===== src/hw/rtl/signed_int_to_decimal_ascii_core_defines.svh =====
// Assertion macros for the signed integer to decimal ASCII core.
// Used by the top level; needs a clock and an active-low reset in scope.
`ifndef SIGNED_INT_TO_DECIMAL_ASCII_CORE_DEFINES_SVH
`define SIGNED_INT_TO_DECIMAL_ASCII_CORE_DEFINES_SVH

// Implication in the same cycle.
`define S2D_ASSERT_NOW(label, clk, rst_n, ante, cons, msg) \
    label: assert property (@(posedge clk) disable iff (!rst_n) (ante) |-> (cons)) \
        else $error(msg);

// Implication in the next cycle.
`define S2D_ASSERT_NEXT(label, clk, rst_n, ante, cons, msg) \
    label: assert property (@(posedge clk) disable iff (!rst_n) (ante) |=> (cons)) \
        else $error(msg);

`endif


===== src/hw/rtl/s2d_pkg.sv =====
// Shared types, constants and functions of the signed integer to ASCII core.
// No dependencies.
`timescale 1ns / 1ps
`default_nettype none

package s2d_pkg;

    localparam int VALUE_W        = 32;
    localparam int DIGIT_COUNT    = 10;
    localparam int DIGIT_W        = 4;
    localparam int BCD_W          = DIGIT_COUNT * DIGIT_W;
    localparam int BITS_PER_STAGE = 4;
    localparam int DABBLE_STAGES  = VALUE_W / BITS_PER_STAGE;
    localparam int IDX_W          = $clog2(DIGIT_COUNT);
    localparam int CHAR_W         = 7;

    localparam logic [CHAR_W-1:0] ASCII_ZERO  = 7'd48;
    localparam logic [CHAR_W-1:0] ASCII_MINUS = 7'd45;
    localparam logic [CHAR_W-1:0] ASCII_NL    = 7'd10;

    typedef struct packed {
        logic               neg;
        logic [BCD_W-1:0]   bcd;
        logic [VALUE_W-1:0] bin;
    } conv_t;

    typedef enum logic [1:0] {
        SER_IDLE,
        SER_SIGN,
        SER_DIGIT,
        SER_EOL
    } ser_state_t;

    // Four shift-and-add-3 steps of the double dabble conversion.
    function automatic conv_t dabble_step(input conv_t c);
        conv_t              r;
        logic [BCD_W-1:0]   b;
        logic [VALUE_W-1:0] m;
        r = c;
        b = c.bcd;
        m = c.bin;
        for (int s = 0; s < BITS_PER_STAGE; s++)
        begin
            for (int d = 0; d < DIGIT_COUNT; d++)
            begin
                if (b[d*DIGIT_W +: DIGIT_W] >= 4'd5)
                begin
                    b[d*DIGIT_W +: DIGIT_W] = b[d*DIGIT_W +: DIGIT_W] + 4'd3;
                end
            end
            {b, m} = {b[BCD_W-2:0], m, 1'b0};
        end
        r.bcd = b;
        r.bin = m;
        return r;
    endfunction

    function automatic logic bcd_ok(input logic [BCD_W-1:0] b);
        logic ok;
        ok = 1'b1;
        for (int d = 0; d < DIGIT_COUNT; d++)
        begin
            if (b[d*DIGIT_W +: DIGIT_W] > 4'd9)
            begin
                ok = 1'b0;
            end
        end
        return ok;
    endfunction

endpackage

`default_nettype wire


===== src/hw/rtl/s2d_channels.sv =====
// Valid/ready channel interfaces: integer beats in, character beats out.
// Depends on s2d_pkg.
`timescale 1ns / 1ps
`default_nettype none

interface s2d_value_if;
    import s2d_pkg::*;
    logic                      valid;
    logic                      ready;
    logic signed [VALUE_W-1:0] value;

    modport source (output valid, output value, input ready);
    modport sink   (input valid, input value, output ready);
endinterface

interface s2d_char_if;
    import s2d_pkg::*;
    logic              valid;
    logic              ready;
    logic [CHAR_W-1:0] char_code;
    logic              last_char;

    modport source (output valid, output char_code, output last_char, input ready);
    modport sink   (input valid, input char_code, input last_char, output ready);
endinterface

`default_nettype wire


===== src/hw/rtl/signed_int_to_decimal_ascii_core.sv =====
// Top level: signed 32-bit integer in, decimal ASCII characters out.
// Depends on s2d_pkg, s2d_channels, s2d_dabble_stage, s2d_serializer and the defines header.
//
//  channel    dir  payload                      beat
//  value_ch   in   value[31:0] signed           one integer
//  char_ch    out  char_code[6:0], last_char    one character, last on newline
//
// The first character passes through the input register, eight conversion stages,
// the digit load in the character unit and the character register.
// Each integer yields 2 to 12 characters;
// the next integer is taken while the newline goes out.
// Reset clears all valid bits and the character unit's state.
// A stall on char_ch backs up through every stage without dropping or repeating beats.
`timescale 1ns / 1ps
`default_nettype none
`include "signed_int_to_decimal_ascii_core_defines.svh"

module signed_int_to_decimal_ascii_core (
    input  wire logic  clk,
    input  wire logic  rst_n,
    s2d_value_if.sink  value_ch,
    s2d_char_if.source char_ch
);
    import s2d_pkg::*;

    logic               in_valid_reg;
    conv_t              in_data_reg;
    logic [VALUE_W-1:0] raw;
    logic [VALUE_W-1:0] mag;

    logic               link_valid [DABBLE_STAGES+1];
    logic               link_ready [DABBLE_STAGES+1];
    conv_t              link_data  [DABBLE_STAGES+1];

    assign raw = value_ch.value;
    assign mag = raw[VALUE_W-1] ? (VALUE_W'(0) - raw) : raw;

    assign value_ch.ready = !in_valid_reg || link_ready[0];

    always_ff @(posedge clk or negedge rst_n)
    begin
        if (!rst_n)
        begin
            in_valid_reg <= 1'b0;
        end
        else if (value_ch.ready)
        begin
            in_valid_reg <= value_ch.valid;
        end
    end

    always_ff @(posedge clk)
    begin
        if (value_ch.valid && value_ch.ready)
        begin
            in_data_reg.neg <= raw[VALUE_W-1];
            in_data_reg.bcd <= '0;
            in_data_reg.bin <= mag;
        end
    end

    assign link_valid[0] = in_valid_reg;
    assign link_data[0]  = in_data_reg;

    for (genvar g = 0; g < DABBLE_STAGES; g++)
    begin : g_dabble
        s2d_dabble_stage u_stage (
            .clk        (clk),
            .rst_n      (rst_n),
            .feed_valid (link_valid[g]),
            .feed_ready (link_ready[g]),
            .feed_data  (link_data[g]),
            .emit_valid (link_valid[g+1]),
            .emit_ready (link_ready[g+1]),
            .emit_data  (link_data[g+1])
        );
    end

    s2d_serializer u_serializer (
        .clk        (clk),
        .rst_n      (rst_n),
        .feed_valid (link_valid[DABBLE_STAGES]),
        .feed_ready (link_ready[DABBLE_STAGES]),
        .feed_data  (link_data[DABBLE_STAGES]),
        .char_ch    (char_ch)
    );

    `S2D_ASSERT_NOW(a_bcd_digits, clk, rst_n, link_valid[DABBLE_STAGES], bcd_ok(link_data[DABBLE_STAGES].bcd), "conversion produced a digit above nine")
    `S2D_ASSERT_NOW(a_last_is_nl, clk, rst_n, char_ch.valid, (char_ch.char_code == ASCII_NL) == char_ch.last_char, "newline and last flag disagree")
    `S2D_ASSERT_NEXT(a_stall_holds_stage, clk, rst_n, link_valid[DABBLE_STAGES] && !link_ready[DABBLE_STAGES], link_valid[DABBLE_STAGES], "conversion result dropped under stall")

endmodule

`default_nettype wire


===== src/hw/rtl/s2d_dabble_stage.sv =====
// One registered stage of the binary to BCD pipeline: four double dabble steps.
// Depends on s2d_pkg.
`timescale 1ns / 1ps
`default_nettype none

module s2d_dabble_stage (
    input  wire logic           clk,
    input  wire logic           rst_n,
    input  wire logic           feed_valid,
    output logic                feed_ready,
    input  wire s2d_pkg::conv_t feed_data,
    output logic                emit_valid,
    input  wire logic           emit_ready,
    output s2d_pkg::conv_t      emit_data
);
    import s2d_pkg::*;

    logic  valid_reg;
    conv_t data_reg;

    assign feed_ready = !valid_reg || emit_ready;
    assign emit_valid = valid_reg;
    assign emit_data  = data_reg;

    always_ff @(posedge clk or negedge rst_n)
    begin
        if (!rst_n)
        begin
            valid_reg <= 1'b0;
        end
        else if (feed_ready)
        begin
            valid_reg <= feed_valid;
        end
    end

    always_ff @(posedge clk)
    begin
        if (feed_valid && feed_ready)
        begin
            data_reg <= dabble_step(feed_data);
        end
    end

endmodule

`default_nettype wire


===== src/hw/rtl/s2d_serializer.sv =====
// Turns one BCD result into a run of ASCII characters, one beat per cycle while char_ch is ready.
// Depends on s2d_pkg and s2d_channels.
`timescale 1ns / 1ps
`default_nettype none

module s2d_serializer (
    input  wire logic           clk,
    input  wire logic           rst_n,
    input  wire logic           feed_valid,
    output logic                feed_ready,
    input  wire s2d_pkg::conv_t feed_data,
    s2d_char_if.source          char_ch
);
    import s2d_pkg::*;

    ser_state_t        state_reg, state_next;
    logic [IDX_W-1:0]  idx_reg, idx_next;
    logic [BCD_W-1:0]  digits_reg, digits_next;
    logic              ovalid_reg, ovalid_next;
    logic [CHAR_W-1:0] char_reg, char_next;
    logic              last_reg, last_next;
    logic [IDX_W-1:0]  lead;
    logic [DIGIT_W-1:0] cur_digit;
    logic              advance;

    assign char_ch.valid     = ovalid_reg;
    assign char_ch.char_code = char_reg;
    assign char_ch.last_char = last_reg;

    assign cur_digit = digits_reg[{idx_reg, 2'b00} +: DIGIT_W];
    assign advance   = !ovalid_reg || char_ch.ready;

    always_comb
    begin
        state_next  = state_reg;
        idx_next    = idx_reg;
        digits_next = digits_reg;
        ovalid_next = ovalid_reg;
        char_next   = char_reg;
        last_next   = last_reg;
        feed_ready  = 1'b0;
        lead        = '0;

        // most significant nonzero digit; zero keeps digit 0
        for (int d = 0; d < DIGIT_COUNT; d++)
        begin
            if (feed_data.bcd[d*DIGIT_W +: DIGIT_W] != '0)
            begin
                lead = IDX_W'(d);
            end
        end

        if (char_ch.ready)
        begin
            ovalid_next = 1'b0;
        end

        case (state_reg)
            SER_IDLE:
            begin
                feed_ready = 1'b1;
            end
            SER_SIGN:
            begin
                if (advance)
                begin
                    char_next   = ASCII_MINUS;
                    last_next   = 1'b0;
                    ovalid_next = 1'b1;
                    state_next  = SER_DIGIT;
                end
            end
            SER_DIGIT:
            begin
                if (advance)
                begin
                    char_next   = ASCII_ZERO + {{(CHAR_W-DIGIT_W){1'b0}}, cur_digit};
                    last_next   = 1'b0;
                    ovalid_next = 1'b1;
                    if (idx_reg == '0)
                    begin
                        state_next = SER_EOL;
                    end
                    else
                    begin
                        idx_next = idx_reg - 1'b1;
                    end
                end
            end
            SER_EOL:
            begin
                if (advance)
                begin
                    char_next   = ASCII_NL;
                    last_next   = 1'b1;
                    ovalid_next = 1'b1;
                    state_next  = SER_IDLE;
                    feed_ready  = 1'b1;
                end
            end
            default:
            begin
                state_next = SER_IDLE;
            end
        endcase

        if (feed_valid && feed_ready)
        begin
            digits_next = feed_data.bcd;
            idx_next    = lead;
            state_next  = feed_data.neg ? SER_SIGN : SER_DIGIT;
        end
    end

    always_ff @(posedge clk or negedge rst_n)
    begin
        if (!rst_n)
        begin
            state_reg  <= SER_IDLE;
            idx_reg    <= '0;
            ovalid_reg <= 1'b0;
        end
        else
        begin
            state_reg  <= state_next;
            idx_reg    <= idx_next;
            ovalid_reg <= ovalid_next;
        end
    end

    always_ff @(posedge clk)
    begin
        digits_reg <= digits_next;
        char_reg   <= char_next;
        last_reg   <= last_next;
    end

endmodule

`default_nettype wire

===== src/flat_wrapper.sv =====
// flat-port wrapper written by rule: the top's interface ports become plain ports
module signed_int_to_decimal_ascii_core_flat import s2d_pkg::*;
  (clk, rst_n, value_ch_valid, value_ch_value, value_ch_ready, char_ch_valid, char_ch_char_code, char_ch_last_char, char_ch_ready);
  s2d_value_if value_ch_i ();
  s2d_char_if char_ch_i ();
  input  wire logic clk;
  input  wire logic rst_n;
  input wire logic [$bits(value_ch_i.valid)-1:0] value_ch_valid;
  input wire logic [$bits(value_ch_i.value)-1:0] value_ch_value;
  output wire logic [$bits(value_ch_i.ready)-1:0] value_ch_ready;
  output wire logic [$bits(char_ch_i.valid)-1:0] char_ch_valid;
  output wire logic [$bits(char_ch_i.char_code)-1:0] char_ch_char_code;
  output wire logic [$bits(char_ch_i.last_char)-1:0] char_ch_last_char;
  input wire logic [$bits(char_ch_i.ready)-1:0] char_ch_ready;
  assign value_ch_i.valid = value_ch_valid;
  assign value_ch_i.value = value_ch_value;
  assign value_ch_ready = value_ch_i.ready;
  assign char_ch_valid = char_ch_i.valid;
  assign char_ch_char_code = char_ch_i.char_code;
  assign char_ch_last_char = char_ch_i.last_char;
  assign char_ch_i.ready = char_ch_ready;
  signed_int_to_decimal_ascii_core u_core (.clk(clk), .rst_n(rst_n), .value_ch(value_ch_i), .char_ch(char_ch_i));
endmodule

===== config.mk =====
export PLATFORM = sky130hd
export DESIGN_NAME = signed_int_to_decimal_ascii_core_flat
export DESIGN_NICKNAME = d
export VERILOG_FILES = /design/src/hw/rtl/s2d_pkg.sv /design/src/hw/rtl/s2d_channels.sv /design/src/hw/rtl/signed_int_to_decimal_ascii_core.sv /design/src/hw/rtl/s2d_dabble_stage.sv /design/src/hw/rtl/s2d_serializer.sv /design/src/flat_wrapper.sv
export VERILOG_INCLUDE_DIRS = /design/src /design/src/hw/rtl
export SDC_FILE = /design/constraint.sdc
export NUM_CORES = 1
export LEC_CHECK = 0
export BUFFER_PORTS_ARGS = -buffer_cell sky130_fd_sc_hd__buf_2
export CORE_ASPECT_RATIO = 1.5
export CORE_MARGIN = 1
export CORE_UTILIZATION = 42
export DETAILED_ROUTE_END_ITERATION = 12
export PLACE_DENSITY = 0.61
export SETUP_SLACK_MARGIN = 0.1
export SYNTH_ARGS = -nofsm -noshare
export SYNTH_HDL_FRONTEND = slang
export SYNTH_HIERARCHICAL = 1
export SYNTH_SLANG_ARGS = --single-unit

===== constraint.sdc =====
create_clock -name clk -period 6.1 [get_ports clk]
set_input_delay 0.305 -clock clk [delete_from_list [all_inputs] [get_ports clk]]
set_output_delay 0.305 -clock clk [all_outputs]
set_load 0.01 [all_outputs]

==> impl_metrics.tcl, run 1 <==
set metrics [dict create \
    setup-violations-final 0 \
    drive_gt1_share_pct 9.66 \
    die_width_microns 307 \
    synth.avg_cell_area_sq_um 8.35 \
    rsz0062_at_grt "no" \
    clk-insertion-delay-late_ns 0.73 \
    flow.area_growth_from_synthesis_pct 8.31 \
    core-area_sq_um 139000 \
    fmaxAchievable_mhz 213 \
    holdCritPathClass "primary input to asynchronous set/reset pin" \
    cts_resized 0 \
    grt_max_degree 58 \
    layout.nets 7464 \
    worst_ep_arrival_time_ns 5.09 \
    rows 167 \
    drtPass1Iterations 5 \
    number_of_global_route_vias_before_repair 50300 \
    dp.final_hpwl_microns 102000 \
    multi_input_gate_area_sq_um 41100 \
    die_h_microns 460 \
    cp-end-kind "register" \
    grt.total_usage_pct 18.2 \
    clock_skews_ns 0.0877 \
    final.fill_count 13500 \
    grt_antenna_before_repair 1 \
    count_of_clock_tree_sinks 536 \
    ant_nets 0 \
    postCtsSetupRepairBufs 0 \
    clock_tree.htree_level_count 2 \
    clock_edge_transition_at_the_registers_on_the_reported_setup_and_hold_paths_ns 0.07 \
    worstSetupStartpointType "register" \
    tightest_slew_ns 1.15 \
    fp.dieArea_sq_um 141000 \
    place.port_buffers 44 \
    cts_root_buf "clkbuf_16" \
    worstSetupPathType "register to register" \
    max-slew-margin-rel_pct 22.7 \
    routed_via_count 53900 \
    worstPathMaxFanout 7 \
    outcome "complete, no violations" \
    min_period_ns 4.69 \
    top_level_ports 46 \
    tritoncts.num_buffers 60 \
    cts_max_path_buffers 3 \
    grt_pass1_wl_microns 226000 \
    largest_register_ff_count 440 \
    routed_via_density 5.94 \
    globalRouteOverflowTotal 0 \
    timing.setup.tns_ns 0 \
    utilization_pct 46.0 \
    min_period_over_period_pct 76.8 \
    register_area_sq_um 16000 \
    synthesis.yosys.warnings 6 \
    drt-total-wl_microns 135000 \
    worst_hold_slack_ns 0.0852 \
    r2r.worst_path.cells 13 \
    final_hold_viol_count 0 \
    routed_wirelength_normalized_by_instance_count_microns 14.9 \
    timing_max_transition_violations_final 0 \
    detail_route.drc_violations 0 \
    cts_tree "built" \
    gp_routability_congestion 0.876 \
    post_synth_instance_area_sq_um 58800 \
    start_util_pct 42.4 \
    drv.max_cap_violation_count 0 \
    postSynthCellCount 7037 \
    starting_drc_count_in_detailed_routing 2667 \
    critical_path_required_ns 6.51 \
]
## critical path: stages (launching register included)
cell,delay [ns]
edfxtp_1,0.48
ha_1,0.27
nand2b_1,0.17
a211o_1,0.37
a221oi_1,0.71
o21ai_0,0.31
nand2_1,0.28
inv_1,0.18
ha_1,0.23
a22o_1,0.21
a211oi_1,0.51
nor3_1,0.19
o41ai_1,0.40
o41ai_1,0.13
## area by class of cell
| type | count | share of cell area (%) |
|---|---|---|
| Inverter | 353 | 2.08 |
| Clock buffer | 66 | 2.39 |
| Clock inverter | 44 | 0.896 |
| Multi-Input combinational cell | 6106 | 64.6 |
| Tap cell | 1859 | 3.65 |
| Sequential cell | 536 | 25.2 |
| Antenna cell | 1 | 0.00393 |
| Timing Repair Buffer | 107 | 1.24 |
## metrics by stage
step           cell area [sq um]  cells  worst slack (ns)
6_report                   63700   9072              1.41
4_1_cts                    63700   9071              1.49
3_3_place_gp               61200   8922              1.51
2_1_floorplan              59400   7205              1.80
3_5_place_dp               61200   8922              1.49
5_1_grt                    63700   9072              1.10
## routing by layer
metal,up-vias,part of all wire [%],track usage (%)
li1,27300,-,-
met1,25500,40,18.9
met2,949,55,37.0
met3,228,2.6,1.67
met4,0,2.9,6.18
met5,-,0,0
## worst paths after layout
path	to	slack, ns	from
max	u_core/g_dabble[4].u_stage/emit_data[62]	1.41	u_core/g_dabble[3].u_stage/emit_data[56]
min	u_core/g_dabble[7].u_stage/emit_valid	0.09	rst_n
max reg2reg	u_core/g_dabble[4].u_stage/emit_data[62]	1.41	u_core/g_dabble[3].u_stage/emit_data[56]
min reg2reg	u_core/g_dabble[2].u_stage/emit_data[72]	0.41	u_core/g_dabble[1].u_stage/emit_data[72]
max in group asynchronous	u_core/g_dabble[0].u_stage/emit_valid	5.62	rst_n
min in group clk	u_core/in_data_reg[72]	0.20	value_ch_value[31]
## cells in the final DEF, fill, tap and decap left out, types with 39 or more instances in the layout
master and n:
nor2_1 489, nand2b_1 174, a211oi_1 121, mux2_2 104, xnor2_1 173, a21oi_2 48, edfxtp_1 520, a21o_1 73
a31oi_1 160, o21ai_0 528, ha_1 264, and2_1 59, or3_1 42, buf_2 44, conb_1 170, a41oi_1 48
a21oi_1 572, nor3_1 299, clkbuf_16 60, nand3_1 139, a22oi_1 41, o221ai_1 67, a211o_1 40, o31ai_1 74
and3_1 65, nor3b_1 40, nand2_1 721, inv_1 328, o21a_1 96, dlygate4sd3_1 39, mux2i_1 160, o22ai_1 99
nor2b_1 80, o21ai_1 128, o211ai_1 73, a221oi_1 48
## what timing repair did
| action | CTS | global route |
|---|---|---|
| setup endpoints to repair | 0 | 0 |
| endpoints found under the hold margin | 50 | 0 |
| hold buffers | 39 | 0 |
Power of run 1 is not shown: default switching activity piles up to over one toggle a cycle in this logic, so the estimate is an artifact.
==> inputs of run 2 (changes only) <==
ABC_AREA = 1   (was not set)
PLACE_DENSITY = 0.63   (was 0.61)
clock period = 4.05 ns   (was 6.1 ns; I/O delays follow)
==> impl_metrics.tcl, run 2 <==
set metrics [dict create \
    outcome "finished with violations" \
    violated_checks "design-rule violations" \
    place.port_buffers 44 \
    critical_path_required_ns 3.85 \
    setup-violations-final 0 \
    tightest_slew_ns 0.694 \
    layout.cells.most_common_list "nand2_1, inv_1, nand3_1" \
    cts_max_path_buffers 3 \
    worstSetupStartpointType "register" \
    ant_nets 0 \
    holdCritPathClass "primary input to register" \
    clock_edge_transition_at_the_registers_on_the_reported_setup_and_hold_paths_ns 0.06 \
    most_common_library_cell_in_the_layout_ignoring_fill_and_taps "nand2_1" \
    layout.nets 7988 \
    synth.avg_cell_area_sq_um 6.95 \
    core-area_sq_um 122000 \
    cts_root_buf "clkbuf_16" \
    rows 157 \
    crit_start "u_core/u_serializer/state_reg[0]" \
    drive_gt1_share_pct 16.8 \
    crit_chain "inv_1 > ha_1 > inv_2 > and2_1 > inv_2 > nand2_1 > inv_2 > nand2_1 > inv_1 > nand2_1 > inv_2 > nand2_1 > inv_2 > nand2_1 > inv_2 > nand2_1 > inv_1 > nand2_1 > inv_2 > nand2_1 > inv_1 > nand2_1 > buf_4" \
    grt_antenna_before_repair 2 \
    min_period_over_period_pct 89.4 \
    worstPathMaxFanout 4 \
    max-slew-margin-rel_pct 53.6 \
    gp_routability_congestion 0.875 \
    number_of_global_route_vias_before_repair 42800 \
    routed_via_count 44600 \
    drt-total-wl_microns 104000 \
    min_period_ns 3.62 \
    top_level_ports 46 \
    final_hold_viol_count 0 \
    critical_path.reg2reg.startpoint "u_core/g_dabble[2].u_stage/emit_data[68]" \
    worst_ep_arrival_time_ns 3.42 \
    routed_via_density 4.78 \
    fmaxAchievable_mhz 276 \
    cts_tree "built" \
    hold_startpoint "value_ch_value[31]" \
    grt.total_usage_pct 16.8 \
    starting_drc_count_in_detailed_routing 1410 \
    tritoncts.num_buffers 58 \
    timing.setup.tns_ns 0 \
    post_synth_instance_area_sq_um 51700 \
    grt_pass1_wl_microns 178000 \
    cp-end-kind "output port" \
    cpMaxStageDelayCell "dfrtp_1" \
    start_util_pct 42.3 \
    cp_slowest_stage_delay_ns 0.38 \
    dp.final_hpwl_microns 85800 \
    routed_wirelength_normalized_by_instance_count_microns 11.1 \
    flow.area_growth_from_synthesis_pct 10.3 \
    timing_max_transition_violations_final 0 \
    postSynthCellCount 7435 \
    largest_register_ff_count 440 \
    clock_skews_ns 0.0802 \
    worstSetupPathType "register to output port" \
    die_width_microns 288 \
    count_of_clock_tree_sinks 536 \
    grt_max_degree 70 \
    drv.max_cap_violation_count 0 \
    detail_route.drc_violations 4 \
    globalRouteOverflowTotal 0 \
    synthesis.yosys.warnings 6 \
    clk-insertion-delay-late_ns 0.69 \
    clock_tree.htree_level_count 2 \
    crit_path_frequent_cell "nand2_1" \
    drtPass1Iterations 10 \
    rsz0062_at_grt "no" \
    die_h_microns 432 \
    fp.dieArea_sq_um 124000 \
]
==> run 2: cell types whose count changed in the layout (fill, tap and decap cells not counted), moves of 133 or more <==
cell,change
mux2i_1,-158
nor2_1,-307
inv_1,+946
nand2b_1,-174
a21oi_1,-503
xnor2_1,-133
nor3_1,-291
nand2_1,+1966
o21ai_0,-396
nand2_2,+409
nand3_1,+586
a31oi_1,-158
nand3_2,+209
==> run 2: what timing repair did <==
item | 4_1_cts | 5_1_grt
endpoints found under the setup margin | 0 | 3
resized for setup | 0 | 11
setup buffers | 0 | 2
hold endpoints to repair | 51 | 0
hold buffers | 36 | 0
==> run 2: final cells by class <==
cell class / instances / area (sq um)
Clock buffer: 62 / 1470
Antenna cell: 1 / 2.50
Tap cell: 1590 / 1990
Timing Repair Buffer: 95 / 746
Clock inverter: 47 / 671
Sequential cell: 536 / 16000
Inverter: 1415 / 5310
Multi-Input combinational cell: 5582 / 30800
Fill cell: 12100 / 65000
==> run 2: path summary, 6_finish.rpt <==
check                                                                end  slack [ns]  cells past startpoint
worst min-delay path                              u_core/in_data_reg[72]        0.08                      1
worst max-delay path                                      value_ch_ready        0.43                     23
min in group asynchronous              u_core/u_serializer/char_ch.valid        0.51                      3
worst min register to register  u_core/g_dabble[2].u_stage/emit_data[15]        0.41                      0
worst max register to register  u_core/g_dabble[3].u_stage/emit_data[69]        0.50                     28
max in group asynchronous          u_core/g_dabble[6].u_stage/emit_valid        2.20                      4
==> run 2: metal layers <==
metal	vias to the layer above	global-route usage, %	routed length [microns]
li1	24000	-	-
met1	20000	13.8	35000
met2	371	37.7	62700
met3	220	1.63	1780
met4	2	7.11	4300
met5	-	0	10
==> run 2: metrics by stage <==
stage                     cell area (sq um)  setup WS (ns)  instances  hold slack (ns)  util (%)
final                                 57000          0.428       9328           0.0808      46.7
after CTS                             56900          0.104       9325           0.0329      46.7
after global placement                54400          0.642       9180            0.179      44.6
after detailed placement              54400          0.469       9180            0.179      44.6
after floorplan                       52100         0.0671       7544          -0.0931         -
after global routing                  57000         0.0965       9328           0.0738      46.7
==> run 2: worst max-delay path, delay by kind of cell, from the launching register on <==
family | cells | cell delay (ns)
DFF | 1 | 0.38
buffers and inverters | 12 | 1.17
adders and majority gates | 1 | 0.30
and+or+nand+nor | 10 | 0.89
Power of run 2 is left out for the same reason.
